--- src/rtl/core/assert_macros.svh ---
// Assertion macros shared by the polynomial multiplier RTL.
`ifndef ASSERT_MACROS_SVH
`define ASSERT_MACROS_SVH

// Condition holds at every edge out of reset.
`define ASSERT_ALWAYS(lbl, clk, rst, cond, msg) \
   lbl: assert property (@(posedge clk) disable iff (rst) (cond)) else $error(msg);

// Consequent holds in the same cycle as the antecedent.
`define ASSERT_IMPLIES(lbl, clk, rst, ante, cons, msg) \
   lbl: assert property (@(posedge clk) disable iff (rst) (ante) |-> (cons)) else $error(msg);

// Consequent holds in the cycle after the antecedent.
`define ASSERT_NEXT(lbl, clk, rst, ante, cons, msg) \
   lbl: assert property (@(posedge clk) disable iff (rst) (ante) |=> (cons)) else $error(msg);

`endif

--- src/rtl/core/polymul_pkg.sv ---
// Types, codes and microcode table of the polynomial multiplier.
package polymul_pkg;

   localparam logic [1:0] OP_LOAD_P = 2'd0;
   localparam logic [1:0] OP_LOAD_Q = 2'd1;
   localparam logic [1:0] OP_START  = 2'd2;

   localparam int STEP_W = 3;
   typedef logic [STEP_W-1:0] step_type;

   localparam step_type STEP_IDLE = 3'd0;
   localparam step_type STEP_RD   = 3'd1;
   localparam step_type STEP_MUL  = 3'd2;
   localparam step_type STEP_ACC  = 3'd3;
   localparam step_type STEP_ORD  = 3'd4;
   localparam step_type STEP_WAIT = 3'd5;
   localparam step_type STEP_EMIT = 3'd6;

   typedef enum logic [2:0] {
      COND_NEVER,
      COND_START,
      COND_MAC_DONE,
      COND_OUT_BUSY,
      COND_LAST
   } cond_type;

   typedef struct packed {
      logic     ready;
      logic     rd;
      logic     mul;
      logic     acc;
      logic     ord;
      logic     emit;
      cond_type cond;
      step_type target;
      step_type next;
   } ucode_type;

   typedef struct packed {
      logic start;
      logic mac_done;
      logic out_busy;
      logic out_last;
   } stat_type;

   localparam logic signed [63:0] SAT_MAX = {1'b0, {63{1'b1}}};
   localparam logic signed [63:0] SAT_MIN = {1'b1, {63{1'b0}}};

   function automatic ucode_type ucode_rom(input step_type step);
      ucode_type w;
      w = '{ready: 1'b0, rd: 1'b0, mul: 1'b0, acc: 1'b0, ord: 1'b0, emit: 1'b0,
            cond: COND_NEVER, target: STEP_IDLE, next: STEP_IDLE};
      unique case (step)
         STEP_IDLE: begin
            w.ready = 1'b1; w.cond = COND_START; w.target = STEP_RD; w.next = STEP_IDLE;
         end
         STEP_RD: begin
            w.rd = 1'b1; w.next = STEP_MUL;
         end
         STEP_MUL: begin
            w.mul = 1'b1; w.next = STEP_ACC;
         end
         STEP_ACC: begin
            w.acc = 1'b1; w.cond = COND_MAC_DONE; w.target = STEP_ORD; w.next = STEP_RD;
         end
         STEP_ORD: begin
            w.ord = 1'b1; w.next = STEP_WAIT;
         end
         STEP_WAIT: begin
            w.cond = COND_OUT_BUSY; w.target = STEP_WAIT; w.next = STEP_EMIT;
         end
         STEP_EMIT: begin
            w.emit = 1'b1; w.cond = COND_LAST; w.target = STEP_IDLE; w.next = STEP_ORD;
         end
         default: begin
            w.next = STEP_IDLE;
         end
      endcase
      return w;
   endfunction

endpackage

--- src/rtl/core/polymul_useq.sv ---
// Microcode sequencer: step counter, control store and conditional jumps.
module polymul_useq (
   input  logic                   clock,
   input  logic                   reset,
   input  polymul_pkg::stat_type  stat,
   output polymul_pkg::ucode_type ctrl
);

   polymul_pkg::step_type step_ff;
   polymul_pkg::step_type step_in;
   logic                  take;

   always_comb begin
      ctrl = polymul_pkg::ucode_rom(step_ff);
      unique case (ctrl.cond)
         polymul_pkg::COND_NEVER:    take = 1'b0;
         polymul_pkg::COND_START:    take = stat.start;
         polymul_pkg::COND_MAC_DONE: take = stat.mac_done;
         polymul_pkg::COND_OUT_BUSY: take = stat.out_busy;
         polymul_pkg::COND_LAST:     take = stat.out_last;
         default:                    take = 1'b0;
      endcase
      step_in = take ? ctrl.target : ctrl.next;
   end

   always_ff @(posedge clock) begin
      if (reset) begin
         step_ff <= polymul_pkg::STEP_IDLE;
      end else begin
         step_ff <= step_in;
      end
   end

endmodule

--- config.mk ---
export PLATFORM = sky130hd
export DESIGN_NAME = polymul_useq
export DESIGN_NICKNAME = d
export VERILOG_FILES = /design/src/rtl/core/assert_macros.svh /design/src/rtl/core/polymul_pkg.sv /design/src/rtl/core/polymul_useq.sv
export SDC_FILE = /design/constraint.sdc
export NUM_CORES = 1
export LEC_CHECK = 0
export BUFFER_PORTS_ARGS = -buffer_cell sky130_fd_sc_hd__buf_2
export CORE_AREA = 2 2 39 41
export DETAILED_ROUTE_END_ITERATION = 10
export DIE_AREA = 0 0 41 43
export MAX_ROUTING_LAYER = met4
export SLEW_MARGIN = 20
export SYNTH_ARGS = -nofsm -noshare
export SYNTH_HDL_FRONTEND = slang
export SYNTH_SLANG_ARGS = --single-unit
--- constraint.sdc ---
create_clock -name clock -period 1.1 [get_ports clock]
set_clock_uncertainty 0.1 [all_clocks]
set_input_delay 0.22 -clock clock [delete_from_list [all_inputs] [get_ports clock]]
set_output_delay 0.22 -clock clock [all_outputs]
set_load 0.01 [all_outputs]
Word-level counts from Yosys, hierarchy flattened

Index checks and enable logic that the tools add are counted.

Bits in read-only memories: 0
Bits in latches: 0
Register bits: 3
RAM bits: 0
Memories kept: 0
Logic and storage cells: 22

Magnitude comparators: 0
Equal/unequal tests: 10
Reductions and logical operators: 1
Bitwise operators: 0
Add/sub/neg operators: 0
Shifts and indexed selects: 0
$mul: 0
Div/mod/pow operators: 0
Muxes and demuxes: 10

Operator list:

| kind               | number |
|---|---|
| $pmux 6 s4         | 1 |
| $pmux 3 s6         | 1 |
| $eq 3x2->1 const B | 4 |
| $eq 3x3->1 const B | 4 |
| $eq 3x1->1 const B | 2 |
| $mux 1             | 6 |
| $pmux 1 s4         | 1 |
| $logic_not 3->1    | 1 |
| $mux 3             | 1 |

Logic depth before layout (Yosys ltp)

Gate-level depths: netlist (run 1).

Depth in word-level cells: 5
Mapped depth: 4

Least setup slack after synthesis (run 1)

OpenSTA, ideal clock, no wires.

Path type: reg-to-output
From: reg step_ff[2]
To: out ctrl[7] (netlist bit)
Arrival time: 1029 ps
Path buffers: 2
Setup slack: -249 ps
Stages on the path, launching flop included: 5
Cells stage by stage: dfxtp_1 -> buf_2 -> nand2b_4 -> a21oi_1 -> buf_4

RTL lines:

| element                | line               | text |
|---|---|---|
| start, declared        | polymul_useq.sv:9  | `polymul_pkg::step_type step_ff;` |
| start signal, assigned | polymul_useq.sv:28 | `step_ff <= polymul_pkg::STEP_IDLE;` |
| start signal, assigned | polymul_useq.sv:30 | `step_ff <= step_in;` |
| end, declared          | polymul_useq.sv:6  | `output polymul_pkg::ucode_type ctrl` |

==> flow_metrics.tcl, run 1 <==
set metrics [dict create \
    hold-path-cell-count 2 \
    globalplace.congestion 0.6484 \
    start_util 0.2007 \
    crit_fanout 4 \
    setup_tns_ps -3582 \
    grt_max_degree 9 \
    layout-area-overhead-vs-synth_pct 117.1 \
    h-tree-depth 1 \
    timing.hold.ws_ps 91.75 \
    drtAntennaViolNets 0 \
    first_pass_iters 2 \
    hold_path_class "in -> reg" \
    avgRoutedWirePerCell_um 11.30 \
    core_area_um2 1384 \
    die_h_um 43 \
    clkSinkCount 3 \
    slowest_delay_ps 350 \
    final_core_util 0.4358 \
    antenna_found_initial 0 \
    drv_slew 0 \
    max_freq_ghz 0.7131 \
    cp.depth 4 \
    layout_commonest_cell "buf_2" \
    clockBufferDepth 2 \
    yosysWarnings 0 \
    regMostFlops "step_ff" \
    drive_above_1_share 0.7463 \
    ys_seq_area_frac 0.2162 \
    cpMaxStageDelayCell "dfxtp_2" \
    track_usage 0.1059 \
    drc 0 \
    n_antenna_cell 0 \
    root_buffer "clkbuf_4" \
    path_cells "nand2b_4 > nor2_4 > o21bai_4 > buf_6" \
    reg.largest.list "step_ff (3)" \
    p_leak_nw 0.2843 \
    place_hpwl_um 637.2 \
    yosysUniqueCellTypes 20 \
    port_buffers 19 \
    num_rows 14 \
    via_per_inst 4.277 \
    netlist_area_um2 277.8 \
    fin_crit_ps 1402 \
    rr_startpoint "step_ff[1]$_SDFF_PP0_" \
    timing.critical_path.buf_inv 1 \
    violations "setup timing" \
    stdcell_count 83 \
    die-area_um2 1763 \
    place_inst 75 \
    routed-via-count 355 \
    cap_violations 0 \
    largest_reg_flops 3 \
    hold_buffers 0 \
    setup_viol 15 \
    critical_path_class "reg -> out" \
    cts_buffers 3 \
    first_iter_violations 2 \
    layout_setup_ws_ps -302.3 \
    cts_tree "built" \
    syn-instance-count 40 \
    cp-start-kind "flip-flop" \
    status "complete, but fails checks" \
    min-delay-start "reset" \
    grt_pass1_wl_mm 1.193 \
    clkTransAtPathRegs_ps 40 \
    avgSynthCellArea_um2 6.944 \
    cp.arrival_ps 1080 \
    clkLatencyLatePin_ps 230 \
    power.density_nw_per_um2 1764 \
    hold_viol 0 \
    fin_crit_sh 1.275 \
    cp-end-kind "output pin" \
    layout_common_cells "buf_2 (15), buf_6 (9), buf_4 (5)" \
    wl_um 938 \
    overflow 0 \
    r2r.worst_path.cells 5 \
    crit_family "flip-flops" \
    ios 21 \
    peakVddDrop_mv 0.6400 \
    syn_nets 46 \
    synth_seq_cells 3 \
    fin_nets 74 \
    dp_slack_ps -94.38 \
    crit_path_start "step_ff[2]$_SDFF_PP0_" \
    rsz0062_at_grt "true" \
    die_x_um 41 \
    crit_required_ps 780 \
    grt_pass1_vias 305 \
]
## per-layer routing
metal	global-route usage	vias to the layer above	wire, um
met5	-	-	0
met2	0.1719	16	531
li1	-	181	-
met3	0.03141	0	67
met4	0.06000	0	0
met1	0.1058	158	339
## layout make-up
| cell class | count | area (um^2) |
|---|---|---|
| fill | 144 | 780.7 |
| multi-input combinational | 29 | 245.2 |
| timing repair buffer | 30 | 234.0 |
| sequential | 3 | 66.31 |
| clock buffer | 4 | 26.28 |
| tap | 16 | 20.02 |
| inverter | 1 | 11.26 |
## cells by family after synthesis
logic type | after synthesis | share of synthesized area
xor+xnor | 2 | 0.06307
other cells | 1 | 0.01350
compound gates | 9 | 0.2118
simple gates | 17 | 0.3108
buf+inv | 8 | 0.1847
flops | 3 | 0.2162
## cells in the mapped netlist
master     n  share of area
nor2_1     7          0.095
buf_4      5           0.14
dfxtp_1    3           0.22
nand2_1    3          0.041
nand2b_1   3          0.068
a21oi_1    2          0.036
buf_2      2          0.036
nor3_1     2          0.036
o21ai_0    2          0.036
a21boi_0   1          0.027
a2bb2oi_1  1          0.032
and3_1     1          0.023
conb_1     1          0.014
inv_1      1          0.014
nand2b_4   1          0.050
o21bai_1   1          0.027
o22a_1     1          0.032
o22ai_1    1          0.023
xnor2_1    1          0.032
xor2_1     1          0.032
## per-stage QoR
step	power (mW)	area, um^2
2_1_floorplan	0.5381	347.8
3_3_place_gp	0.6994	456.7
3_5_place_dp	0.7064	456.7
4_1_cts	0.9572	525.5
5_1_grt	1.154	603.1
6_report	1.064	603.1
## where the power goes
| group | internal (mW) | switching [mW] | total, mW |
|---|---|---|---|
| logic | 0.383 | 0.317 | 0.700 |
| clock network | 0.136 | 0.0542 | 0.190 |
| registers | 0.137 | 0.0358 | 0.173 |
| total | 0.656 | 0.407 | 1.06 |
## final timing paths
| path | endpoint | slack [ps] |
|---|---|---|
| setup reg to reg | step_ff[1]$_SDFF_PP0_ | -50 |
| hold / removal | step_ff[1]$_SDFF_PP0_ | 90 |
| hold reg to reg | step_ff[2]$_SDFF_PP0_ | 570 |
| setup / recovery | ctrl[1] | -300 |
## repair_timing
action / CTS / global route
endpoints found under the setup margin: 14 / 17
pin swaps: 1 / 8
resized for setup: 6 / 16
setup buffers: 2 / 3
hold endpoints to repair: 0 / 0
No activity file was read; power rests on OpenSTA's default activity.
==> run 2, diff against run 1 <==
- CELL_PAD_IN_SITES_DETAIL_PLACEMENT: default -> 1
- CELL_PAD_IN_SITES_GLOBAL_PLACEMENT: default -> 1
- CORE_AREA: 2 2 39 41 -> default
- CORE_MARGIN: default -> 2
- CORE_UTILIZATION: default -> 20
- DIE_AREA: 0 0 41 43 -> default
- PLACE_DENSITY_LB_ADDON: default -> 0.1
==> flow_metrics.tcl, run 2 (same netlist as run 1, synthesis figures left out) <==
set metrics [dict create \
    clock_power_share 0.188 \
    layout_commonest_cell "buf_2" \
    n_antenna_cell 0 \
    p_total_mw 1.096 \
    peakVddDrop_mv 0.6478 \
    antenna_found_initial 0 \
    rsz0062_at_grt "true" \
    layout_setup_ws_ps -338.5 \
    cts_tree "built" \
    regMostFlops "step_ff" \
    layout_common_cells "buf_2 (12), buf_6 (11), buf_4 (5)" \
    largest_reg_flops 3 \
    grt_max_degree 9 \
    p_switching_uw 430.4 \
    path_cells "buf_12 > nor3_1 > buf_2" \
    slowest_delay_ps 360 \
    drive_above_1_share 0.7164 \
    violations "setup timing" \
    die-area_um2 1703 \
    h-tree-depth 1 \
    port_buffers 19 \
    critical_path_class "reg -> out" \
    crit_fanout 8 \
    cpMaxStageDelayCell "dfxtp_4" \
    track_usage 0.1595 \
    cap_violations 0 \
    root_buffer "clkbuf_4" \
    fin_crit_ps 1439 \
    fin_crit_sh 1.308 \
    max_freq_ghz 0.6952 \
    ios 21 \
    clkTransAtPathRegs_ps 40 \
    p_leak_nw 0.2822 \
    cts_buffers 3 \
    crit_required_ps 780 \
    power.density_nw_per_um2 1752 \
    dp_slack_ps -90.42 \
    wl_mm 1.152 \
    routed-via-count 368 \
    hold_path_class "in -> reg" \
    globalplace.congestion 0.7595 \
    cp.arrival_ps 1120 \
    avgRoutedWirePerCell_um 14.05 \
    cp-start-kind "flip-flop" \
    clkLatencyLatePin_ps 240 \
    first_iter_violations 2 \
    first_pass_iters 3 \
    via_per_inst 4.488 \
    num_rows 13 \
    switching_share 0.3926 \
    die_h_um 41.27 \
    clkSinkCount 3 \
    setup_tns_ps -4120 \
    clockBufferDepth 2 \
    fin_nets 74 \
    dpl-instance-area_um2 483.0 \
    hold_viol 0 \
    p_int_uw 665.9 \
    setup_viol 15 \
    core_area_um2 1301 \
    drc 0 \
    place_hpwl_um 800.3 \
    drtAntennaViolNets 0 \
    start_util 0.2135 \
    grt_pass1_wl_mm 1.635 \
    comb_power_share 0.635 \
    grt_pass1_vias 367 \
    final_area_um2 625.6 \
    timing.hold.ws_ps 73.66 \
    overflow 0 \
    drv_slew 0 \
    layout-area-overhead-vs-synth_pct 125.2 \
    die_x_um 41.27 \
    cp-end-kind "output pin" \
    status "complete, but fails checks" \
    p_seq_frac 0.176 \
    reg.largest.list "step_ff (3)" \
]
==> run 2: cell counts in the layout (fill, tap and decap cells not counted) <==
No cell type changed its count.
==> run 2: through the flow <==
step	instances	util
4_1_cts	81	0.4462
6_report	82	0.4808
5_1_grt	82	0.4808
2_1_floorplan	40	-
3_3_place_gp	76	0.3712
3_5_place_dp	76	0.3712
==> run 2: cell type report <==
type                            count  area [um^2]
Inverter                            1        11.26
Multi-Input combinational cell     29        236.5
Clock buffer                        4        26.28
Tap cell                           15        18.77
Sequential cell                     3        71.32
Fill cell                         160        675.6
Timing Repair Buffer               30        261.5
==> run 2: critical path: cells and delay by family (launching register included) <==
family                 cells  cell delay, ps
buffers and inverters      2             310
flip-flops                 1             360
AND/OR/NAND/NOR            1             200
==> run 2: power groups by stage <==
stage	registers, mW	logic, mW	clock network, mW
6_report	0.193	0.696	0.207
5_1_grt	0.197	0.753	0.215
4_1_cts	0.192	0.647	0.213
3_5_place_dp	0.168	0.595	0
3_3_place_gp	0.165	0.582	0
2_1_floorplan	0.158	0.380	0
==> run 2: final timing paths <==
check | start | end | slack [ps] | cells after the start
setup reg to reg | step_ff[0]$_SDFF_PP0_ | step_ff[0]$_SDFF_PP0_ | -40 | 5
setup / recovery | step_ff[1]$_SDFF_PP0_ | ctrl[14] | -340 | 3
hold reg to reg | step_ff[2]$_SDFF_PP0_ | step_ff[2]$_SDFF_PP0_ | 560 | 3
hold / removal | reset | step_ff[2]$_SDFF_PP0_ | 70 | 2
==> run 2: layer usage <==
layer / GRT usage / part of all wire
met3: 0 / 0.023
met4: 0.09677 / 0.025
met5: - / 0
met2: 0.3047 / 0.60
met1: 0.1592 / 0.35
==> run 2: timing repair <==
item,CTS,global route
pin swaps,6,4
resized for setup,15,8
cloned,0,0
buffers inserted,2,2
hold buffers,0,0
setup endpoints to repair,17,17
